`config.mk`:
```
export PLATFORM = sky130hd
export DESIGN_NAME = csatag_update
export DESIGN_NICKNAME = d
export VERILOG_FILES = /design/src/hw/rtl/csatag_pkg.sv /design/src/hw/rtl/csatag_update.sv
export SDC_FILE = /design/constraint.sdc
export NUM_CORES = 1
export LEC_CHECK = 0
export BUFFER_PORTS_ARGS = -buffer_cell sky130_fd_sc_hd__buf_2
export CAP_MARGIN = 20
export CORE_MARGIN = 2
export CORE_UTILIZATION = 29
export DETAILED_ROUTE_END_ITERATION = 7
export PLACE_DENSITY = 0.62
export SETUP_SLACK_MARGIN = 0.4
export SYNTH_ARGS = -nofsm -noshare
export SYNTH_HDL_FRONTEND = slang
export SYNTH_SLANG_ARGS = --single-unit
export TNS_END_PERCENT = 10
```
`constraint.sdc`:
```
create_clock -name vclk -period 7.4
set_input_delay 1.48 -clock vclk [all_inputs]
set_output_delay 1.48 -clock vclk [all_outputs]
set_load 0.05 [all_outputs]
```
`src/hw/rtl/csatag_pkg.sv`:
```
// Shared types and codes for the coherent set-associative cache tag block.
// No dependencies; csatag_update and the top-level module import this package.

package csatag_pkg;

   localparam int CSR_INDEX_WIDTH = 3;
   localparam int CSR_DATA_WIDTH  = 4;
   localparam int ADDR_PORT_WIDTH = 32;
   localparam int SET_OUT_WIDTH   = 6;
   localparam int WAY_OUT_WIDTH   = 2;
   localparam int SET_RAW_WIDTH   = 7;
   localparam int SET_RAW_COUNT   = 128;

   typedef enum logic [1:0] {
      OP_LOAD     = 2'd0,
      OP_STORE    = 2'd1,
      OP_SNOOP_RD = 2'd2,
      OP_SNOOP_WR = 2'd3
   } csatag_op_type;

   typedef enum logic [1:0] {
      ST_INV = 2'd0,
      ST_VAL = 2'd1,
      ST_SHR = 2'd2,
      ST_MOD = 2'd3
   } csatag_state_type;

   typedef enum logic [1:0] {
      MODE_NONE = 2'd0,
      MODE_VI   = 2'd1,
      MODE_MSI  = 2'd2
   } csatag_mode_type;

   typedef enum logic [CSR_INDEX_WIDTH-1:0] {
      CSR_PROTOCOL_MODE = 3'd0,
      CSR_VICTIM_INVAL  = 3'd1,
      CSR_OFFSET_BITS   = 3'd2,
      CSR_INDEX_BITS    = 3'd3,
      CSR_WAYS_USED     = 3'd4
   } csatag_csr_type;

   typedef struct packed {
      logic [1:0] protocol_mode;
      logic       victim_on_invalidate;
      logic [3:0] offset_bits;
      logic [2:0] index_bits;
      logic [2:0] ways_used;
   } csatag_cfg_type;

   typedef struct packed {
      logic                     hit;
      logic                     writeback;
      logic                     store_upgrade;
      logic [WAY_OUT_WIDTH-1:0] way_used;
   } csatag_result_type;

endpackage

```
`src/hw/rtl/csatag_update.sv`:
```
// Lookup and state update for one set row: way match, coherence action, victim pointer.
// Depends on csatag_pkg for op, state and mode codes and the config and result structs.

module csatag_update #(
   parameter int WAYS  = 4,
   parameter int TAG_W = 32,
   parameter int WAY_W = 2
) (
   input  csatag_pkg::csatag_cfg_type              cfg,
   input  csatag_pkg::csatag_op_type               op,
   input  logic [TAG_W-1:0]                        tag,
   input  logic [WAYS-1:0][TAG_W-1:0]              tags_cur,
   input  logic [WAYS-1:0][1:0]                    states_cur,
   input  logic [WAYS-1:0]                         dirty_cur,
   input  logic [WAY_W-1:0]                        ptr_cur,
   output logic [WAYS-1:0][TAG_W-1:0]              tags_new,
   output logic [WAYS-1:0][1:0]                    states_new,
   output logic [WAYS-1:0]                         dirty_new,
   output logic [WAY_W-1:0]                        ptr_new,
   output csatag_pkg::csatag_result_type           result
);

   import csatag_pkg::*;

   localparam int PTR_TABLE_DEPTH = (2 ** WAY_W) * 8;

   // Stale pointer folded into the active ways: indexed by {pointer, ways}.
   logic [WAY_W-1:0] ptr_mod_table [PTR_TABLE_DEPTH];

   for (genvar g = 0; g < PTR_TABLE_DEPTH; g++) begin : g_ptr_mod
      localparam int PTR_VAL  = g / 8;
      localparam int WAYS_VAL = g % 8;
      localparam int FOLDED   = (WAYS_VAL == 0) ? 0
                              : PTR_VAL % ((WAYS_VAL == 0) ? 1 : WAYS_VAL);
      assign ptr_mod_table[g] = WAY_W'(FOLDED);
   end

   logic [2:0]       ways_eff;
   logic             mode_msi;
   logic             mode_vi;
   logic             is_local;
   logic             is_store;
   logic             found;
   logic [WAY_W-1:0] way;
   logic [WAY_W:0]   way_plus;
   logic [WAY_W-1:0] way_next;
   logic             ways_gt1;
   logic             hit;
   logic             wb;
   logic             upg;
   logic [1:0]       st_w;
   logic             dirty_w;

   always_comb begin
      ways_eff = cfg.ways_used;
      if (cfg.ways_used == 3'd0) begin
         ways_eff = 3'd1;
      end else if (int'(cfg.ways_used) > WAYS) begin
         ways_eff = 3'(WAYS);
      end
   end

   assign mode_msi = (cfg.protocol_mode == MODE_MSI);
   assign mode_vi  = (cfg.protocol_mode == MODE_VI);
   assign is_local = (op == OP_LOAD) || (op == OP_STORE);
   assign is_store = (op == OP_STORE);
   assign ways_gt1 = (ways_eff > 3'd1);

   // Parallel tag compare; the lowest matching active way wins.
   always_comb begin
      found = 1'b0;
      way   = ptr_mod_table[{ptr_cur, ways_eff}];
      for (int i = 0; i < WAYS; i++) begin
         if (!found && (i < int'(ways_eff)) && (tags_cur[i] == tag) &&
             (mode_msi ? (states_cur[i] != ST_INV) : (states_cur[i] == ST_VAL))) begin
            found = 1'b1;
            way   = WAY_W'(i);
         end
      end
   end

   assign way_plus = {1'b0, way} + (WAY_W+1)'(1);
   assign way_next = (way_plus == (WAY_W+1)'(ways_eff)) ? WAY_W'(0) : way_plus[WAY_W-1:0];
   assign st_w     = states_cur[way];
   assign dirty_w  = dirty_cur[way];

   always_comb begin
      tags_new   = tags_cur;
      states_new = states_cur;
      dirty_new  = dirty_cur;
      ptr_new    = ptr_cur;
      hit        = found;
      wb         = 1'b0;
      upg        = 1'b0;
      if (mode_msi) begin
         if (!found) begin
            if (is_local) begin
               wb              = dirty_w && (st_w != ST_INV);
               tags_new[way]   = tag;
               states_new[way] = is_store ? ST_MOD : ST_SHR;
               dirty_new[way]  = is_store;
               if (ways_gt1) begin
                  ptr_new = way_next;
               end
            end
         end else if (is_local) begin
            ptr_new = way_next;
            if (is_store) begin
               if (st_w == ST_SHR) begin
                  states_new[way] = ST_MOD;
                  hit             = 1'b0;
                  upg             = 1'b1;
               end
               dirty_new[way] = 1'b1;
            end
         end else if (op == OP_SNOOP_RD) begin
            if (st_w == ST_MOD) begin
               states_new[way] = ST_SHR;
               dirty_new[way]  = 1'b0;
               wb              = 1'b1;
            end
         end else begin
            states_new[way] = ST_INV;
            wb              = dirty_w;
            dirty_new[way]  = 1'b0;
            if (cfg.victim_on_invalidate) begin
               ptr_new = way;
            end
         end
      end else begin
         if (!found) begin
            if (is_local) begin
               wb              = dirty_w;
               tags_new[way]   = tag;
               states_new[way] = ST_VAL;
               dirty_new[way]  = is_store;
            end
         end else if (is_local) begin
            states_new[way] = ST_VAL;
            if (is_store) begin
               dirty_new[way] = 1'b1;
            end
         end else if (mode_vi) begin
            wb              = dirty_w && (st_w == ST_VAL);
            dirty_new[way]  = 1'b0;
            states_new[way] = ST_INV;
         end
         if (ways_gt1) begin
            ptr_new = way_next;
         end
      end
   end

   always_comb begin
      result.hit           = hit;
      result.writeback     = wb;
      result.store_upgrade = upg;
      result.way_used      = WAY_OUT_WIDTH'(way);
   end

endmodule

```
==> impl_results.md <==
* Crit Path Max Fanout at 23
* Cell Rows at 46
* Tmin final at 6.86 ns
* RSZ-0062 raised after global routing: yes
* Mapped cell area at 4600 sq um
* Pre-antenna DRT Iters at 5
* CP max-delay cell: or4b_4
* DPL Wire Length at 19400 um
* CP startpoint kind: primary input
* YS warnings at 0
* Vias per cell at 5.40
* Crit path DAT at 5.38 ns
* Cell Area, Placed at 6360 sq um
* Sequential area share after synthesis at 0%
* Die ar. at 16900 sq um
* DR WL/cell at 21.2 um
* Logic pwr share at 100.0%
* Sw Share at 69.5%
* Internal at 191 uW
* Net Count, Synth at 793
* Top-area cell type share of the netlist area at 30.6%
* RePlAce Congestion at 0.959
* Final worst-path setup slack at 0.541 ns
* Peak supply drop at 0.0663 mV
* Fin nets at 1081
* Die height at 130 um
* Switching power at 436 uW
* Grt total ovfl at 0
* Routed Antenna Nets at 0
* Number of global-route vias before repair at 5409
* PortBufs at 329
* Critical Path Most Common Cell: buf_2
* Final Hold Fails at 0
* # fillers at 1691
* Vias post-DR at 5950
* Critical Path End Type: output pin
* DRT iter0 DRCs at 460
* Worst Max-Slew Pin Slew at 0.656 ns
* Max-Cap Viols at 0
* Max-slew violation count at 0
* Largest net degree at the start of global routing at 34
* HP Class: in -> out
* Syn_area_per_cell at 7.67 sq um
* Seq pwr share at 0%
* Tcrit/Tclk final at 92.7%
* # setup viols final at 0
* First-pass GRT wire length at 32500 um
* Slowest stage delay, CP at 0.55 ns
* Starting density of the core at 29.3%
* Wirelength, routed at 23400 um
* Clock Power Share at 0%
* # DRC at 0
* PD cells at 97.8 nW/um^2
* Initial antenna violation count at 0
* Cts hold-fix bufs at 0
* Layout cells sized above 1 at 56.1%
* Outcome: finished clean
* Slew Limit Headroom at 56.1%
* Crit-path cells: buf_2 > xor2_1 > or4_1 > or4b_4 > nor4_4 > a21oi_2 > nor2_4 > inv_2 > ha_1 > nand2_1 > buf_4 > mux2_2 > buf_2
* Setup CP Type: in -> out
* Area delta synth->final at 39.2%
* Core Region at 15700 sq um
* Die width at 130 um
* Num ports at 336
* Min Hold Slack at 3.38 ns
* Peak Freq at 146 MHz
* Post-route design area at 6410 sq um
* Setup TNS at 0 ns
* Worst slack, placed at 0.0938 ns
* Synth top area cells: mux2_2 31%, xor2_1 22%, nor4_1 5.0%, nand2_1 3.3%, a21oi_1 3.2%
* Tot GR Track Use at 25.4%
* Synth area leader: mux2_2
* Post-synth cell types at 60
* # diodes at 0
* Req. time, crit path at 5.92 ns
* Buf/Inv on CP at 4
* Register Area at 0 sq um
* CP top delay family: simple AND/OR/NAND/NOR gates
* Post-Synthesis Cells at 600
* Post-Route Utilization at 40.8%
* FFs & Latches at 0
* P_leak at 0.00302 uW
* Clock buffers at 0
[metal layers]
| metal | part of all wire [%] | track usage [%] | vias to the layer above |
|---|---|---|---|
| li1 | - | - | 2756 |
| met1 | 42 | 32.5 | 2841 |
| met2 | 50 | 46.7 | 328 |
| met3 | 7.0 | 2.95 | 25 |
| met4 | 1.5 | 3.29 | 0 |
| met5 | 0 | 0 | - |
[worst min-delay path, stage by stage]
cell and delay, ns:
buf_2 0.11, nand2_1 0.04, o21ai_0 0.06, buf_2 0.21
[layout by cell type, fill, tap and decap left out, types with 3 or more instances in the layout]
| cell | instances |
|---|---|
| buf_2 | 329 |
| mux2_2 | 125 |
| xor2_1 | 118 |
| nand2_1 | 40 |
| nor4_1 | 35 |
| a21oi_1 | 29 |
| nor2_1 | 28 |
| o21ai_0 | 22 |
| buf_4 | 18 |
| xnor2_1 | 11 |
| mux2i_1 | 10 |
| nand4_1 | 8 |
| inv_1 | 8 |
| nand3_1 | 7 |
| nand2b_1 | 7 |
| a31o_2 | 6 |
| a2111oi_0 | 5 |
| o22ai_1 | 5 |
| o2111ai_1 | 4 |
| nor2b_1 | 4 |
| nor3_1 | 4 |
| a21o_1 | 4 |
| a22oi_1 | 4 |
| a211oi_1 | 4 |
| a21boi_0 | 3 |
| or4_1 | 3 |
| o211ai_1 | 3 |
| ha_1 | 3 |
[Yosys cell counts, types with 5 or more instances]
| master | instances |
|---|---|
| a2111oi_0 | 5 |
| a21oi_1 | 29 |
| a31o_2 | 6 |
| buf_2 | 26 |
| clkbuf_1 | 30 |
| inv_1 | 8 |
| mux2_2 | 125 |
| mux2i_1 | 10 |
| nand2_1 | 40 |
| nand2b_1 | 7 |
| nand3_1 | 7 |
| nand4_1 | 8 |
| nor2_1 | 28 |
| nor4_1 | 37 |
| o21ai_0 | 22 |
| o22ai_1 | 5 |
| xnor2_1 | 11 |
| xor2_1 | 118 |
[per-stage QoR]
stage                     cells  power [uW]
after floorplan             600         436
after global placement     1099         619
after detailed placement   1099         621
after CTS                  1099         624
after global routing       1102         658
final                      1102         627
[logic make-up (layout without fill, tap and decap cells)]
group / count (synthesis) / count (layout) / synth area share (%)
compound gates: 105 / 105 / 15.7
fa+ha+maj: 4 / 4 / 1.09
simple gates: 155 / 155 / 18.5
buf+inv: 72 / 358 / 7.39
xor+xnor: 129 / 129 / 24.5
mux: 135 / 135 / 32.8
[power by group through the flow]
| stage | Combinational [uW] | Clock (uW) | Sequential, uW |
|---|---|---|---|
| after CTS | 624 | 0 | 0 |
| final | 627 | 0 | 0 |
| after detailed placement | 621 | 0 | 0 |
| after global routing | 658 | 0 | 0 |
| after global placement | 619 | 0 | 0 |
| after floorplan | 436 | 0 | 0 |
[path summary, 6_finish.rpt]
path	from	end	slack [ns]	cells after the start
max	tag[16]	tags_new[28]	0.54	13
min	tags_cur[93]	tags_new[93]	3.38	4
[final cells by class]
class | instances | area (sq um) | share of cell area [%]
Inverter | 9 | 33.8 | 0.527
Multi-Input combinational cell | 528 | 4280 | 66.8
Tap cell | 216 | 270 | 4.22
Timing Repair Buffer | 349 | 1820 | 28.4
[timing repair]
item,4_1_cts,5_1_grt
setup endpoints to repair,100,68
hold endpoints to repair,0,0
resized for setup,3,4
setup buffers,0,3
pin swaps,0,2
(Power assumes the default switching activity.)
