--- src/hw/rtl/csatag_ram.sv ---
// Generic single-port-write, single-port-read RAM with a registered read.
// No dependencies; used for the per-set tag and state rows.

module csatag_ram #(
   parameter int WIDTH = 8,
   parameter int DEPTH = 64,
   localparam int AW   = (DEPTH > 1) ? $clog2(DEPTH) : 1
) (
   input  logic             clock,
   input  logic             wr_en,
   input  logic [AW-1:0]    wr_addr,
   input  logic [WIDTH-1:0] wr_data,
   input  logic             rd_en,
   input  logic [AW-1:0]    rd_addr,
   output logic [WIDTH-1:0] rd_data
);

   logic [WIDTH-1:0] mem_ff [DEPTH];
   logic [WIDTH-1:0] rd_data_ff;

   // A read and a write to the same address in one cycle return the old data.
   always_ff @(posedge clock) begin
      if (wr_en) begin
         mem_ff[wr_addr] <= wr_data;
      end
      if (rd_en) begin
         rd_data_ff <= mem_ff[rd_addr];
      end
   end

   assign rd_data = rd_data_ff;

endmodule

--- config.mk ---
export PLATFORM = sky130hd
export DESIGN_NAME = csatag_ram
export DESIGN_NICKNAME = d
export VERILOG_FILES = /design/src/hw/rtl/csatag_ram.sv
export SDC_FILE = /design/constraint.sdc
export NUM_CORES = 1
export LEC_CHECK = 0
export CAP_MARGIN = 20
export CORE_UTILIZATION = 29
export CTS_CLUSTER_SIZE = 25
export DETAILED_ROUTE_END_ITERATION = 10
export DONT_BUFFER_PORTS = 1
export PLACE_DENSITY = 0.47
export RECOVER_POWER = 25
export SYNTH_ARGS = -nofsm -noshare
export SYNTH_HDL_FRONTEND = slang
export SYNTH_SLANG_ARGS = --single-unit
--- constraint.sdc ---
create_clock -name clock -period 1.9 [get_ports clock]
set_input_delay 0.095 -clock clock [delete_from_list [all_inputs] [get_ports clock]]
set_output_delay 0.095 -clock clock [all_outputs]
set_load 0.005 [all_outputs]
==> impl_metrics.tcl, run 1 <==
set metrics [dict create \
    status "finished with violations" \
    violations "negative hold slack, negative setup slack" \
    syn_to_final_growth_pct 18.1 \
    share_comb_of_total_power_pct 4.1 \
    holdPathStages 1 \
    cts_tree "yes" \
    ys_async_sr_fraction_pct 0 \
    ios 31 \
    die_y_um 266 \
    synth_area_leader_cell "edfxtp_1" \
    numCtsBuffers 56 \
    drc 0 \
    hold_violations 8 \
    ys.warnings.count 0 \
    fillCellCount 6428 \
    coreArea_um2 68800 \
    clk_latency_ns 0.60 \
    cts-root-buf "clkbuf_16" \
    layout.area.seq_um2 15600 \
    leakage_nw 7.42 \
    rsz0062_at_grt "true" \
    ys_ff_latch 520 \
    hold_buffers 23 \
    nNetsFinal 1080 \
    synth_fa_ha_area_share_pct 0 \
    grt_usage_pct 14.3 \
    path_cells "mux4_2, mux2_2, o221a_2, nor3_4, o32ai_1" \
    drive_gt1_share_pct 29.5 \
    first_pass_iters 5 \
    syn_area_per_cell_um2 21.5 \
    dp_slack_ns -0.440 \
    finClkSkew_ns 0.0129 \
    first_iter_violations 764 \
    hold_slack_ns -0.258 \
    critPathMaxStageDelay_ns 0.51 \
    setup_viol 5 \
    synth_xor_area_share_pct 0 \
    htreeDepth 2 \
    startpoint "mem_ff[29][4]$_DFFE_PP_" \
    endpoint "rd_data[4]$_DFFE_PP_" \
    finalCriticalPeriod_ns 2.04 \
    gp_congestion 0.750 \
    diodes 0 \
    synth_edf_count 520 \
    worst_slew_pin_slew_ns 1.48 \
    cp_max_fo 1 \
    worst_slack_ns -0.143 \
    multi_input_area_um2 4490 \
    syn_area_um2 20200 \
    clock-sinks 520 \
    grt_max_degree 138 \
    yosys.area_share.simple_pct 3.37 \
    synth.distinct_cells 39 \
    synth_compound_area_share_pct 2.06 \
    r2r_cells 5 \
    regToRegEndpoint "rd_data[4]$_DFFE_PP_" \
    gr-total-overflow 0 \
    r2r_slack_ns -0.14 \
    cts_buffer_depth 3 \
    wl_per_cell_um 24.6 \
    synth_top_cell_area_share_pct 77.1 \
    cap_violations 0 \
    placed_area_um2 21800 \
    period_share_pct 108 \
    dieWidth_um 266 \
    utilization_pct 34.7 \
    num_rows 96 \
    powerDensity_nw_per_um2 1030 \
    ant_nets 0 \
    internal_power_mw 19.6 \
    drv_slew 0 \
    syn_inst 940 \
    antenna_found_initial 2 \
    hold_class "in2reg" \
    grt_pass1_wl_mm 72.8 \
    ys_top_cells_by_count "edfxtp_1, mux4_2, nor2_1" \
    p_seq_share_pct 52.0 \
    clkPwrFrac_pct 43.9 \
    worstSetupPathType "reg2reg" \
    port_buffers 0 \
    vias 9718 \
    synth.area.mux_share_pct 15.9 \
    syn-num-nets 963 \
    synth_top_cells_by_area "edfxtp_1, mux4_2, nor2_1" \
    worstPathArrival_ns 2.38 \
    dp.cells 1908 \
    final_area_um2 23900 \
    maxSlewHeadroom_pct 1.26 \
    dp_hpwl_mm 28.0 \
    fp.dieArea_um2 70900 \
    switching_share_pct 20.3 \
    cp-end-kind "flop" \
    switching_power_mw 4.98 \
    synth_top_family_by_area "multiplexers" \
    r2r-start "mem_ff[29][4]$_DFFE_PP_" \
    crit_required_ns 2.24 \
    start_util_pct 29.4 \
    cp_slowest_cell "mux4_2" \
    wl_mm 50.1 \
    clkSlewWorstSetupHoldPaths_ns 0.06 \
    yosysMostFrequentCell "edfxtp_1" \
    synth_ff_type "edfxtp_1" \
    detail_route.vias_per_cell 4.78 \
    peakVddDrop_uv 777 \
    layout.cells.non_filler 2035 \
    max_freq_mhz 489 \
    grt_pass1_vias 10200 \
    yosysSeqAreaShare_pct 77.1 \
    crit_path_start_kind "flop" \
]
cells by family after synthesis:
group,count (synthesis)
buffers and inverters,51
muxes,162
and+or+nand+nor,153
AOI/OAI and AO/OA,54
DFF,520
worst min path at each step:
| stage | end | slack (ns) | from |
|---|---|---|---|
| floorplan | mem_ff[0][0]$_DFFE_PP_ | 0.19 | wr_data[0] |
| global placement | mem_ff[32][6]$_DFFE_PP_ | 0.20 | wr_data[6] |
| detailed placement | mem_ff[33][6]$_DFFE_PP_ | 0.20 | wr_data[6] |
| CTS | rd_data[5]$_DFFE_PP_ | -0.31 | rd_addr[5] |
| global route | rd_data[5]$_DFFE_PP_ | -0.29 | rd_addr[5] |
| finish | rd_data[5]$_DFFE_PP_ | -0.26 | rd_addr[5] |
per-layer routing:
layer	track usage, %	vias up	part of all wire (%)
met5	0	-	0.022
met4	4.46	2	2.5
met3	3.05	80	5.3
met2	22.6	225	47
met1	19.6	5236	45
li1	-	4175	-
layout by cell type, fill, tap and decap left out, drive strengths merged:
cell	n
o41ai	2
o2bb2ai	3
o32ai	2
nand4	2
dlygate4sd3	14
nor2	83
nand2	19
a21oi	3
a211oi	4
bufinv	6
o2111ai	3
clkinvlp	1
and2	1
mux2	13
o21ai	4
o21a	2
nor4	2
o311ai	1
buf	77
a31oi	1
edfxtp	520
clkbuf	89
nor3	7
nand4b	1
nand3b	3
or3	1
o22ai	8
a22oi	3
clkinv	28
a2111oi	2
nand2b	7
nor2b	14
a221oi	6
o221a	2
mux4	126
mux2i	23
nand3	13
o221ai	8
worst max-delay path: cells and delay by family (launching register included):
kind               cells  cell delay (ns)
muxes                  2             0.79
AOI/OAI and AO/OA      2             0.41
DFF                    1             0.35
and+or+nand+nor        1             0.23
flip-flops by register name (all words and copies together) (netlist names):
signal and cells:
mem_ff 512, rd_data 8
per-stage QoR:
step / setup TNS, ns / hold slack [ns] / total power [mW]
finish: -0.368 / -0.258 / 24.5
global route: -0.617 / -0.287 / 25.3
CTS: -0.492 / -0.309 / 24.9
detailed placement: -1.20 / 0.201 / 13.7
global placement: -0.976 / 0.201 / 13.7
floorplan: 0 / 0.194 / 13.7
power groups by stage:
stage / logic, mW / clock network [mW] / registers (mW)
6_report: 0.995 / 10.8 / 12.8
3_3_place_gp: 0.710 / 0 / 13.0
4_1_cts: 1.04 / 11.1 / 12.8
3_5_place_dp: 0.709 / 0 / 13.0
5_1_grt: 1.06 / 11.4 / 12.8
2_1_floorplan: 0.678 / 0 / 13.0
cell type report:
cell class                      instances  area share, %
Sequential cell                       520           65.3
Clock buffer                           70           6.26
Tap cell                              931           4.87
Timing Repair Buffer                  110           3.47
Multi-Input combinational cell        369           18.8
Clock inverter                         35           1.33
repair_timing:
action / in CTS / in global routing
gates resized for setup: 20 / 16
buffers inserted: 0 / 0
pin swaps: 5 / 4
setup endpoints to repair: 7 / 8
endpoints found under the hold margin: 600 / 8
No activity file was read; power rests on OpenSTA's default activity.
==> run 2, diff against run 1 <==
PLACE_DENSITY = default   (was 0.47)
==> run 2 against run 1 <==
  * The run still ends with negative hold slack, negative setup slack left
  * Hold slack better by 0.030 ns
  * Maximum frequency down 1.5%
  * Utilization about the same
  * Combinational power about the same
  * Register-to-register slack worse by 0.03 ns
  * Largest power group unchanged
==> impl_metrics.tcl, run 2 (synthesized netlist as in run 1, its figures left out) <==
set metrics [dict create \
    num_rows 96 \
    cts-root-buf "clkbuf_16" \
    powerDensity_nw_per_um2 1000 \
    cap_violations 0 \
    final_cell_mix "edfxtp_1, mux4_2, buf_4" \
    htreeDepth 2 \
    grt_usage_pct 13.5 \
    start_util_pct 29.4 \
    wl_mm 47.3 \
    regToRegEndpoint "rd_data[4]$_DFFE_PP_" \
    die_y_um 266 \
    cp-end-kind "flop" \
    status "finished with violations" \
    hold_class "in2reg" \
    peakVddDrop_uv 592 \
    r2r_cells 5 \
    grt_max_degree 138 \
    clock-sinks 520 \
    fin_setup_tns_ns -0.411 \
    first_iter_violations 809 \
    syn_to_final_growth_pct 18.0 \
    hold_buffers 23 \
    ant_nets 0 \
    violations "negative hold slack, negative setup slack" \
    cp_max_fo 1 \
    finalCriticalPeriod_ns 2.07 \
    worst_slack_ns -0.174 \
    gp_congestion 0.777 \
    finClkSkew_ns 0.0130 \
    max_freq_mhz 482 \
    worst_slew_pin_slew_ns 1.47 \
    numCtsBuffers 54 \
    leakage_nw 7.41 \
    ios 31 \
    drc 0 \
    grt_pass1_vias 10300 \
    hp-start "rd_addr[5]" \
    gr-total-overflow 0 \
    fillCellCount 6382 \
    maxSlewHeadroom_pct 2.01 \
    top_register "mem_ff" \
    cts_tree "yes" \
    wl_per_cell_um 23.3 \
    drv_slew 0 \
    crit_required_ns 2.21 \
    antenna_found_initial 0 \
    finalPower_mw 24.0 \
    period_share_pct 109 \
    dp_slack_ns -0.425 \
    dp_hpwl_mm 26.8 \
    final_common_cell "edfxtp_1" \
    r2r-start "mem_ff[21][4]$_DFFE_PP_" \
    setup_viol 5 \
    hold_slack_ns -0.228 \
    utilization_pct 34.7 \
    worstPathArrival_ns 2.39 \
    clkSlewWorstSetupHoldPaths_ns 0.06 \
    crit_path_start_kind "flop" \
    dieWidth_um 266 \
    worstSetupPathType "reg2reg" \
    cts_buffer_depth 3 \
    r2r_slack_ns -0.17 \
    grt_pass1_wl_mm 69.9 \
    rsz0062_at_grt "true" \
    nNetsFinal 1084 \
    holdPathStages 1 \
    fp.dieArea_um2 70900 \
    holdPathEnd "rd_data[5]$_DFFE_PP_" \
    hold_violations 8 \
    largest_reg_flops 512 \
    vias 9783 \
    coreArea_um2 68800 \
    drive_gt1_share_pct 29.8 \
    first_pass_iters 5 \
    port_buffers 0 \
    clk_latency_ns 0.59 \
    detail_route.vias_per_cell 4.81 \
]
==> run 2: cell count changes in the layout (fill, tap and decap cells not counted), moves of 2 or more <==
cell / previous run / this run
buf_4: 75 / 87
bufinv_16: 6 / 4
clkbuf_1: 24 / 18
clkinv_2: 11 / 5
nor2_2: 3 / 1
o2bb2ai_1: 0 / 3
o2bb2ai_2: 3 / 0
==> run 2: worst max path at each step <==
stage	from	end	slack (ns)	cells past startpoint
3_5_place_dp	mem_ff[21][4]$_DFFE_PP_	rd_data[4]$_DFFE_PP_	-0.43	5
2_1_floorplan	rd_addr[0]	rd_data[3]$_DFFE_PP_	0.03	6
5_1_grt	mem_ff[20][4]$_DFFE_PP_	rd_data[4]$_DFFE_PP_	-0.28	5
4_1_cts	mem_ff[21][4]$_DFFE_PP_	rd_data[4]$_DFFE_PP_	-0.17	5
3_3_place_gp	mem_ff[21][4]$_DFFE_PP_	rd_data[4]$_DFFE_PP_	-0.40	5
6_report	mem_ff[21][4]$_DFFE_PP_	rd_data[4]$_DFFE_PP_	-0.17	5
==> run 2: area by class of cell <==
type | instances | area (µm²) | share of cell area (%)
Sequential cell | 520 | 15600 | 65.4
Multi-Input combinational cell | 369 | 4490 | 18.8
Clock buffer | 70 | 1480 | 6.18
Tap cell | 931 | 1160 | 4.88
Timing Repair Buffer | 116 | 906 | 3.79
Clock inverter | 28 | 229 | 0.959
Antenna cell | 1 | 2.50 | 0.0105
==> run 2: power by group <==
| group | leakage [nW] | total [mW] | internal, mW | switching, mW |
|---|---|---|---|---|
| registers | 4.69 | 12.8 | 12.7 | 0.0364 |
| logic | 1.90 | 0.993 | 0.471 | 0.522 |
| clock network | 0.824 | 10.2 | 5.97 | 4.22 |
==> run 2: what timing repair did <==
action,4_1_cts,5_1_grt
gates resized for setup,28,10
pin swaps,11,8
setup endpoints to repair,8,8
buffers inserted,0,0
hold endpoints to repair,595,8
==> run 2: routing by layer <==
metal | track usage [%] | share of wire (%)
met1 | 17.8 | 42
met2 | 22.1 | 48
met3 | 2.79 | 6.5
met4 | 4.46 | 3.0
met5 | 0 | 0
==> run 2: per-stage QoR <==
step / cells / instance area [µm²]
final: 2035 / 23900
after CTS: 2034 / 24000
after floorplan: 940 / 20200
after detailed placement: 1913 / 21800
after global routing: 2034 / 23900
after global placement: 1913 / 21800
==> run 2: worst max-delay path: stages (launching register included) <==
cell	delay (ns)
edfxtp_1	0.37
mux4_2	0.48
mux2_2	0.28
o221a_4	0.27
nor3_4	0.25
o32ai_2	0.15
